$ cat src/hw/rtl/pve_pkg.sv
// Shared constants and types of the pose velocity estimator.
`timescale 1ns / 1ps

package pve_pkg;

   // Fixed-point format of positions, angles and rates.
   localparam int FRAC_BITS   = 16;
   localparam int CONST_SHIFT = 32 - FRAC_BITS;

   // Field widths.
   localparam int POS_W     = 32;
   localparam int HEAD_W    = 20;
   localparam int RATE_W    = 32;
   localparam int SRATE_W   = 14;
   localparam int KEEP_W    = 16;

   // Datapath widths: exact differences, multiplier operands and products.
   localparam int DIFF_W    = POS_W + 1;
   localparam int MUL_A_W   = DIFF_W + 1;
   localparam int MUL_B_W   = KEEP_W + 2;
   localparam int PROD_W    = MUL_A_W + MUL_B_W;

   // The filter weight is Q0.16, so the accumulated result drops 16 bits.
   localparam int FILT_SHIFT = 16;
   localparam logic [KEEP_W:0] KEEP_ONE = (KEEP_W + 1)'(1 << FILT_SHIFT);

   // 2*pi and pi in Q4.32, rounded to nearest at the chosen fraction width.
   localparam logic [35:0] TWO_PI_Q32 = 36'h6487ED511;
   localparam logic [35:0] PI_Q32     = 36'h3243F6A89;
   localparam logic signed [DIFF_W-1:0] TWO_PI =
      DIFF_W'((TWO_PI_Q32 + (36'd1 << (CONST_SHIFT - 1))) >> CONST_SHIFT);
   localparam logic signed [DIFF_W-1:0] PI_VAL =
      DIFF_W'((PI_Q32 + (36'd1 << (CONST_SHIFT - 1))) >> CONST_SHIFT);
   localparam logic signed [DIFF_W-1:0] NEG_PI = -PI_VAL;

   // Register map of the configuration port.
   localparam int CSR_IDX_W = 8;
   localparam logic [CSR_IDX_W-1:0] CSR_SAMPLE_RATE = CSR_IDX_W'(0);
   localparam logic [CSR_IDX_W-1:0] CSR_FILTER_KEEP = CSR_IDX_W'(1);
   localparam logic [SRATE_W-1:0] SAMPLE_RATE_RESET = SRATE_W'(100);
   localparam logic [KEEP_W-1:0]  FILTER_KEEP_RESET = KEEP_W'(45875);

   // What the accumulator does with the product that reaches it.
   typedef struct packed {
      logic load;    // start afresh from the product plus one half
      logic accum;   // add the product to the running sum
   } mac_ctl_type;

endpackage

$ cat src/hw/rtl/pve_mac.sv
// Shared multiplier with saturating tap and rounding accumulator.
`timescale 1ns / 1ps

module pve_mac import pve_pkg::*; (
   input  logic                       clock,
   input  logic                       reset,
   input  logic signed [MUL_A_W-1:0]  op_a,
   input  logic signed [MUL_B_W-1:0]  op_b,
   input  mac_ctl_type                ctl,
   output logic signed [PROD_W-1:0]   acc,
   output logic signed [RATE_W-1:0]   prod_sat
);

   localparam logic signed [PROD_W-1:0] ROUND_HALF = PROD_W'(1 << (FILT_SHIFT - 1));
   localparam logic signed [PROD_W-1:0] SAT_MAX    = PROD_W'((64'd1 << (RATE_W - 1)) - 64'd1);
   localparam logic signed [PROD_W-1:0] SAT_MIN    = -(SAT_MAX + PROD_W'(1));

   logic signed [PROD_W-1:0] prod_ff;
   logic signed [PROD_W-1:0] acc_ff;
   mac_ctl_type              ctl_ff;

   always_ff @(posedge clock) begin
      if (reset) begin
         ctl_ff <= '0;
      end else begin
         ctl_ff <= ctl;
      end
   end

   always_ff @(posedge clock) begin
      prod_ff <= op_a * op_b;
      if (ctl_ff.load) begin
         acc_ff <= prod_ff + ROUND_HALF;
      end else if (ctl_ff.accum) begin
         acc_ff <= acc_ff + prod_ff;
      end
   end

   // Clamp of the registered product to the signed rate range.
   always_comb begin
      if (prod_ff > SAT_MAX) begin
         prod_sat = SAT_MAX[RATE_W-1:0];
      end else if (prod_ff < SAT_MIN) begin
         prod_sat = SAT_MIN[RATE_W-1:0];
      end else begin
         prod_sat = prod_ff[RATE_W-1:0];
      end
   end

   assign acc = acc_ff;

endmodule

$ cat src/hw/rtl/pose_velocity_estimator.sv
// Pose velocity estimator: filtered planar rates from a stream of pose samples.
//
// Each item on the req_ channel is one pose sample (x, y, heading). The block
// forms backward differences against the previous sample, wraps the heading
// difference towards [-pi, pi), scales each difference by the sample rate with
// saturation to 32 bits and passes it through a first-order low-pass filter.
// The three filtered rates leave as one item on the rsp_ channel.
// An item is taken in the idle state and then worked through eleven steps of the
// sequencer, which issues three operations per axis to the one shared
// multiplier, each axis overlapping the two-stage multiply and accumulate of
// the one before. A new item is taken only once the sequencer is back in
// idle after the final step.
// The result waits in an output register, so the next item is accepted and
// worked on while it is held; only the final step waits for the slot if the
// receiver has not yet taken the previous result.
// The csr_ port writes sample_rate (index 0) and filter_keep (index 1) and is
// ready whenever reset is low; it is meant to be written while the block is idle.
// Synchronous reset restores the register defaults and zeroes the stored pose
// and the filter state; no item is accepted during reset.
`timescale 1ns / 1ps

module pose_velocity_estimator import pve_pkg::*; (
   input  logic                 clock,
   input  logic                 reset,
   // Pose items; fields from bit 0: pos_x[31:0], pos_y[63:32], heading[83:64], zero pad.
   input  logic                 req_tvalid,
   output logic                 req_tready,
   input  logic [87:0]          req_tdata,
   // Rate items; fields from bit 0: vel_x[31:0], vel_y[63:32], turn_rate[95:64].
   output logic                 rsp_tvalid,
   input  logic                 rsp_tready,
   output logic [95:0]          rsp_tdata,
   // Register writes.
   input  logic                 csr_valid,
   output logic                 csr_ready,
   input  logic [CSR_IDX_W-1:0] csr_index,
   input  logic [15:0]          csr_data
);

   typedef enum logic {
      ST_IDLE,
      ST_RUN
   } state_type;

   localparam logic [1:0] CHAN_X    = 2'd0;
   localparam logic [1:0] CHAN_Y    = 2'd1;
   localparam logic [1:0] CHAN_H    = 2'd2;
   localparam logic [1:0] CHAN_DONE = 2'd3;
   localparam logic [1:0] PH_RATE   = 2'd0;
   localparam logic [1:0] PH_KEEP   = 2'd1;
   localparam logic [1:0] PH_RAW    = 2'd2;

   state_type state_ff;
   logic [1:0] chan_ff;
   logic [1:0] phase_ff;

   logic [SRATE_W-1:0] sample_rate_ff;
   logic [KEEP_W-1:0]  filter_keep_ff;

   logic signed [POS_W-1:0]  last_x_ff;
   logic signed [POS_W-1:0]  last_y_ff;
   logic signed [HEAD_W-1:0] last_h_ff;
   logic signed [RATE_W-1:0] smooth_x_ff;
   logic signed [RATE_W-1:0] smooth_y_ff;
   logic signed [RATE_W-1:0] smooth_h_ff;

   logic signed [DIFF_W-1:0] dx_ff;
   logic signed [DIFF_W-1:0] dy_ff;
   logic signed [DIFF_W-1:0] dh_ff;
   logic signed [DIFF_W-1:0] dh_in;
   logic signed [RATE_W-1:0] raw_ff;

   logic        rsp_valid_ff;
   logic [95:0] rsp_data_ff;

   logic signed [POS_W-1:0]  in_x;
   logic signed [POS_W-1:0]  in_y;
   logic signed [HEAD_W-1:0] in_h;

   logic signed [MUL_A_W-1:0] mac_a;
   logic signed [MUL_B_W-1:0] mac_b;
   mac_ctl_type               mac_ctl;
   logic signed [PROD_W-1:0]  mac_acc;
   logic signed [RATE_W-1:0]  mac_sat;
   logic signed [RATE_W-1:0]  filt_res;
   logic signed [DIFF_W-1:0]  diff_sel;
   logic signed [RATE_W-1:0]  old_sel;

   logic accept;
   logic last_step;
   logic out_free;
   logic running;

   assign in_x = req_tdata[31:0];
   assign in_y = req_tdata[63:32];
   assign in_h = req_tdata[83:64];

   assign req_tready = (state_ff == ST_IDLE) && !reset;
   assign accept     = req_tvalid && req_tready;
   assign csr_ready  = !reset;
   assign rsp_tvalid = rsp_valid_ff;
   assign rsp_tdata  = rsp_data_ff;

   assign running   = (state_ff == ST_RUN);
   assign last_step = running && (chan_ff == CHAN_DONE) && (phase_ff == PH_KEEP);
   assign out_free  = !rsp_valid_ff || rsp_tready;
   assign filt_res  = mac_acc[FILT_SHIFT+RATE_W-1:FILT_SHIFT];

   // Operands for the current axis.
   always_comb begin
      case (chan_ff)
         CHAN_X: begin
            diff_sel = dx_ff;
            old_sel  = smooth_x_ff;
         end
         CHAN_Y: begin
            diff_sel = dy_ff;
            old_sel  = smooth_y_ff;
         end
         CHAN_H: begin
            diff_sel = dh_ff;
            old_sel  = smooth_h_ff;
         end
         default: begin
            diff_sel = '0;
            old_sel  = '0;
         end
      endcase
   end

   // Each axis issues scale, keep-weighted old output, then weighted raw rate.
   always_comb begin
      mac_a   = '0;
      mac_b   = '0;
      mac_ctl = '0;
      if (running && (chan_ff != CHAN_DONE)) begin
         case (phase_ff)
            PH_RATE: begin
               mac_a = MUL_A_W'(diff_sel);
               mac_b = $signed({(MUL_B_W - SRATE_W)'(0), sample_rate_ff});
            end
            PH_KEEP: begin
               mac_a = MUL_A_W'(old_sel);
               mac_b = $signed({(MUL_B_W - KEEP_W)'(0), filter_keep_ff});
               mac_ctl.load = 1'b1;
            end
            PH_RAW: begin
               mac_a = MUL_A_W'(raw_ff);
               mac_b = $signed({1'b0, KEEP_ONE - {1'b0, filter_keep_ff}});
               mac_ctl.accum = 1'b1;
            end
            default: begin
               mac_a = '0;
            end
         endcase
      end
   end

   // Heading wrap: one add or subtract of 2*pi per step.
   always_comb begin
      if (dh_ff < NEG_PI) begin
         dh_in = dh_ff + TWO_PI;
      end else if (dh_ff >= PI_VAL) begin
         dh_in = dh_ff - TWO_PI;
      end else begin
         dh_in = dh_ff;
      end
   end

   pve_mac u_mac (
      .clock    (clock),
      .reset    (reset),
      .op_a     (mac_a),
      .op_b     (mac_b),
      .ctl      (mac_ctl),
      .acc      (mac_acc),
      .prod_sat (mac_sat)
   );

   // Sequencer, configuration and architectural state.
   always_ff @(posedge clock) begin
      if (reset) begin
         state_ff       <= ST_IDLE;
         chan_ff        <= CHAN_X;
         phase_ff       <= PH_RATE;
         rsp_valid_ff   <= 1'b0;
         sample_rate_ff <= SAMPLE_RATE_RESET;
         filter_keep_ff <= FILTER_KEEP_RESET;
         last_x_ff      <= '0;
         last_y_ff      <= '0;
         last_h_ff      <= '0;
         smooth_x_ff    <= '0;
         smooth_y_ff    <= '0;
         smooth_h_ff    <= '0;
      end else begin
         if (csr_valid) begin
            if (csr_index == CSR_SAMPLE_RATE) begin
               sample_rate_ff <= csr_data[SRATE_W-1:0];
            end else if (csr_index == CSR_FILTER_KEEP) begin
               filter_keep_ff <= csr_data[KEEP_W-1:0];
            end
         end

         // A new result fills the slot; otherwise a taken result empties it.
         if (last_step && out_free) begin
            rsp_valid_ff <= 1'b1;
         end else if (rsp_tready) begin
            rsp_valid_ff <= 1'b0;
         end

         case (state_ff)
            ST_IDLE: begin
               if (accept) begin
                  last_x_ff <= in_x;
                  last_y_ff <= in_y;
                  last_h_ff <= in_h;
                  chan_ff   <= CHAN_X;
                  phase_ff  <= PH_RATE;
                  state_ff  <= ST_RUN;
               end
            end
            ST_RUN: begin
               // The filter result of the previous axis is ready in the keep phase.
               if (phase_ff == PH_KEEP) begin
                  case (chan_ff)
                     CHAN_Y:    smooth_x_ff <= filt_res;
                     CHAN_H:    smooth_y_ff <= filt_res;
                     CHAN_DONE: smooth_h_ff <= filt_res;
                     default:   smooth_x_ff <= smooth_x_ff;
                  endcase
               end
               if (last_step) begin
                  if (out_free) begin
                     state_ff <= ST_IDLE;
                  end
               end else if (phase_ff == PH_RAW) begin
                  phase_ff <= PH_RATE;
                  chan_ff  <= chan_ff + 2'd1;
               end else begin
                  phase_ff <= phase_ff + 2'd1;
               end
            end
            default: begin
               state_ff <= ST_IDLE;
            end
         endcase
      end
   end

   // Datapath registers without reset.
   always_ff @(posedge clock) begin
      if (accept) begin
         dx_ff <= DIFF_W'(in_x) - DIFF_W'(last_x_ff);
         dy_ff <= DIFF_W'(in_y) - DIFF_W'(last_y_ff);
         dh_ff <= DIFF_W'(in_h) - DIFF_W'(last_h_ff);
      end else if (running && (chan_ff == CHAN_X) && (phase_ff != PH_RAW)) begin
         dh_ff <= dh_in;
      end
      if (running && (phase_ff == PH_KEEP)) begin
         raw_ff <= mac_sat;
      end
      if (last_step && out_free) begin
         rsp_data_ff <= {filt_res, smooth_y_ff, smooth_x_ff};
      end
   end

`ifndef SYNTHESIS
   a_busy_after_accept: assert property (@(posedge clock) disable iff (reset)
      accept |=> !req_tready)
      else $error("input accepted again while an item is being worked on");

   a_result_from_run: assert property (@(posedge clock) disable iff (reset)
      $rose(rsp_valid_ff) |-> $past(last_step))
      else $error("result raised outside the final step");

   a_phase_range: assert property (@(posedge clock) disable iff (reset)
      running |-> (phase_ff != 2'd3) && ((chan_ff != CHAN_DONE) || (phase_ff != PH_RAW)))
      else $error("sequencer step out of range");

   a_no_overwrite: assert property (@(posedge clock) disable iff (reset)
      (last_step && rsp_valid_ff && !rsp_tready) |=> running)
      else $error("sequencer left the final step while the result slot was full");
`endif

endmodule

$ cat config.mk
export PLATFORM = sky130hd
export DESIGN_NAME = pose_velocity_estimator
export DESIGN_NICKNAME = d
export VERILOG_FILES = /design/src/hw/rtl/pve_pkg.sv /design/src/hw/rtl/pve_mac.sv /design/src/hw/rtl/pose_velocity_estimator.sv
export SDC_FILE = /design/constraint.sdc
export NUM_CORES = 2
export LEC_CHECK = 0
export BUFFER_PORTS_ARGS = -buffer_cell sky130_fd_sc_hd__clkbuf_2
export CORE_MARGIN = 2
export CORE_UTILIZATION = 38
export DETAILED_ROUTE_END_ITERATION = 16
export PLACE_DENSITY_LB_ADDON = 0.1
export SLEW_MARGIN = 10
export SYNTH_ARGS = -nofsm -noshare
export SYNTH_HDL_FRONTEND = slang
export SYNTH_SLANG_ARGS = --single-unit
$ cat constraint.sdc
create_clock -name clock -period 12.25 [get_ports clock]
set_input_delay 1.8375 -clock clock [delete_from_list [all_inputs] [get_ports clock]]
set_output_delay 1.8375 -clock clock [all_outputs]
set_load 0.02 [all_outputs]
==> summary.md <==
| Metric | Value |
|---|---|
| Fraction of registers with async set or reset after synthesis | `0%` |
| Sinks on the clock net | `545` |
| Final hold viol count | `0` |
| CP top delay family | `adder cells` |
| Die Y | `360.3 µm` |
| Layout Cells excl Fill | `7084` |
| Final worst path period need | `9.684 ns` |
| Relative slew margins | `15.15%` |
| Final Skew | `0.01903 ns` |
| Slew Viols, Final | `0` |
| Layout cells sized above 1 | `7.990%` |
| Fmax achieved | `103.3 MHz` |
| Ys Warns | `0` |
| Met1 wire length | `70330 µm` |
| Resize count post-CTS | `0` |
| Most frequent CP cell | `fa_1` |
| Endpoints failing setup | `0` |
| GRT overflow | `0` |
| Dpl cells | `6970` |
| Top-area cell type share of the netlist area | `22.62%` |
| Vias per cell | `5.311` |
| Worst-path clk slew | `0.07 ns` |
| Max_cap viols | `0` |
| Psw | `3.314 mW` |
| Sequential share of power | `31.2%` |
| Initial Util | `38.37%` |
| Flops & latches, synth | `545` |
| Most instantiated cells after synthesis | `837 x nand2_1, 738 x inv_1, 545 x fa_1` |
| Register area share after synthesis | `28.32%` |
| Largest net degree at the start of global routing | `182` |
| Final Worst Setup Slack | `2.566 ns` |
| WL final | `156900 µm` |
| Hold EP | `smooth_h_ff[7]` |
| Fillers | `12640` |
| Routed length on met2 | `73270 µm` |
| Post-DP HPWL | `121900 µm` |
| Worst reg-to-reg setup slack | `2.57 ns` |
| Global-route wire length before repair | `238300 µm` |
| Die area | `129800 µm²` |
| Clock latency on the worst-skew pair | `0.65 ns` |
| CP required | `12.83 ns` |
| Wire length on met3 | `8269 µm` |
| Kind of start point of the critical path | `register` |
| Final net count | `6332` |
| DRC violations left | `0` |
| Leading area contributor after synthesis | `fa_1` |
| Min-delay worst type | `reg -> reg` |
| Avg WL per Cell | `22.15 µm` |
| Clk root buf | `clkbuf_16` |
| Int Power | `4.758 mW` |
| GP Congestion | `0.9003` |
| Largest fanout on the critical path | `40` |
| Period utilisation layout | `79.06%` |
| CTS Buf Count | `59` |
| Hold Startpoint | `smooth_h_ff[7]` |
| Setup crit end kind | `register` |
| Initial antenna violation count | `6` |
| Status | `finished clean` |
| Post-Syn Area | `48240 µm²` |
| DIE WIDTH | `360.3 µm` |
| Clock group share of total power | `23.6%` |
| Dpl ws | `2.603 ns` |
| Vias | `37620` |
| Reg2Reg Launch Point | `chan_ff[0]` |
| Worst R2R End | `u_mac.prod_ff[49]` |
| Site Rows | `130` |
| Number of synthesized flops with an enable pin | `275` |
| Maximum VDD drop | `106.6 µV` |
| Synth cell types | `84` |
| Number of port buffers | `211` |
| Post-CTS setup buffer count | `0` |
| P&R area growth vs syn | `10.08%` |
| PwrDens | `152.0 nW/µm²` |
| Mapped Cells | `5281` |
| CTS tree | `yes` |
| Hold-fix buffers at CTS | `0` |
| Setup TNS | `0 ns` |
| H-tree Lvls | `2` |
| Comb power frac | `45.2%` |
| CP max-delay cell | `ha_2` |
| I/O Pins | `216` |
| Worst-Margin Slew | `1.273 ns` |
| Routed Antenna Nets | `0` |
| Total iterations of the first detailed-routing run | `9` |
| DR iter-0 viols | `2863` |
| Slowest stage delay, CP | `0.77 ns` |
| RSZ-0062 raised after global routing | `no` |
| Cells on worst reg2reg path | `28` |
| Worst hold slack | `0.4559 ns` |
| CP arrival | `10.27 ns` |
| Syn Area/Cell | `9.135 µm²` |
| Count leader, synth | `nand2_1` |
| Synth top area cells | `fa_1 23%, edfxtp_1 17%, dfxtp_1 11%, ha_1 7.5%, nand2_1 6.5%` |
| Top Layer Used | `met4` |
| WP buf/inv | `5` |
| Leak Pwr | `23.17 nW` |
| Post-Syn Nets | `6232` |
| Hold Path Cell Cnt | `2` |
| Crit Path Category | `reg -> reg` |
| Ys flop type | `edfxtp_1` |
| Clock buffer depth | `3` |
| Placeable Area | `125700 µm²` |
| Switching share of total power | `41.05%` |
| Vias in the first global route | `38180` |
| Overall Global Routing Usage | `23.95%` |
[metal layers]
layer / GRT usage, % / up-vias
met5: 0 / -
met4: 6.756 / 0
met3: 2.897 / 210
met2: 39.43 / 1032
met1: 33.13 / 18710
li1: - / 17670
[power groups by stage]
stage | combinational (mW) | clock [mW] | sequential (mW)
6_report | 3.65 | 1.90 | 2.52
5_1_grt | 4.09 | 2.02 | 2.53
4_1_cts | 3.66 | 1.95 | 2.51
3_5_place_dp | 3.63 | 0 | 2.55
3_3_place_gp | 3.62 | 0 | 2.56
2_1_floorplan | 2.68 | 0 | 2.41
[layout make-up]
class / instances / area, µm² / area share [%]
well taps: 1650 / 2064 / 3.888
clock inverters: 38 / 426.7 / 0.8034
inverters: 740 / 2785 / 5.245
repair buffers: 268 / 1490 / 2.806
multi-input cells: 3767 / 31020 / 58.41
clock buffers: 74 / 1647 / 3.101
flip-flops and latches: 545 / 13670 / 25.74
diodes: 2 / 5.005 / 0.009425
[metrics by stage]
step	utilization (%)	total power [mW]	cell area, µm²
2_1_floorplan	-	5.091	48240
4_1_cts	42.23	8.124	53100
3_5_place_dp	40.58	6.178	51030
5_1_grt	42.23	8.642	53100
6_report	42.24	8.071	53100
3_3_place_gp	40.58	6.179	51030
[worst min-delay path: stages (launching register included)]
cell	delay [ns]
dfxtp_1	0.31
nand2_1	0.05
a21oi_1	0.05
[worst max-delay path by stage]
stage | startpoint | slack (ns) | cells past startpoint | endpoint
after floorplan | filter_keep_ff[3] | 4.42 | 31 | u_mac.prod_ff[50]
after global placement | chan_ff[0] | 2.69 | 28 | u_mac.prod_ff[49]
after detailed placement | chan_ff[0] | 2.60 | 28 | u_mac.prod_ff[49]
after CTS | chan_ff[0] | 2.57 | 28 | u_mac.prod_ff[49]
after global routing | chan_ff[0] | 2.11 | 28 | u_mac.prod_ff[49]
final | chan_ff[0] | 2.57 | 28 | u_mac.prod_ff[49]
[flip-flops by register name, summed over array words and instances (netlist names), 14 cells and up]
name,cells
smooth_h_ff,32
dh_ff,33
u_mac.acc,48
filter_keep_ff,16
last_h_ff,20
smooth_x_ff,32
dy_ff,33
raw_ff,32
sample_rate_ff,14
last_x_ff,32
smooth_y_ff,32
u_mac.prod_ff,52
last_y_ff,32
rsp_tdata,96
dx_ff,33
[logic make-up (layout without fill, tap and decap cells)]
family,Yosys count,count (layout),synth area share [%]
AND/OR/NAND/NOR,1643,1643,14.66
AO/OA/AOI/OAI,976,976,13.40
buffers and inverters,969,1120,7.607
adder cells (fa/ha/maj),834,834,30.11
flip-flops,545,545,28.32
XOR/XNOR,236,236,4.285
multiplexers,78,78,1.621
other,0,2,0
[cell usage in the layout, fill, tap and decap left out, drive strengths merged, types with 43 or more instances in the layout]
cell type    n
o31ai       94
o21ai      183
a21oi      299
ha         289
mux2i       77
nand2b      54
inv        745
a222oi      65
nor3        43
buf         58
clkbuf     284
nand3       47
edfxtp     275
fa         545
xnor2      147
nor2       426
xor2        89
dfxtp      270
nand2      837
nor2b       52
a21o       116
Power figures use the tool's default switching activity.
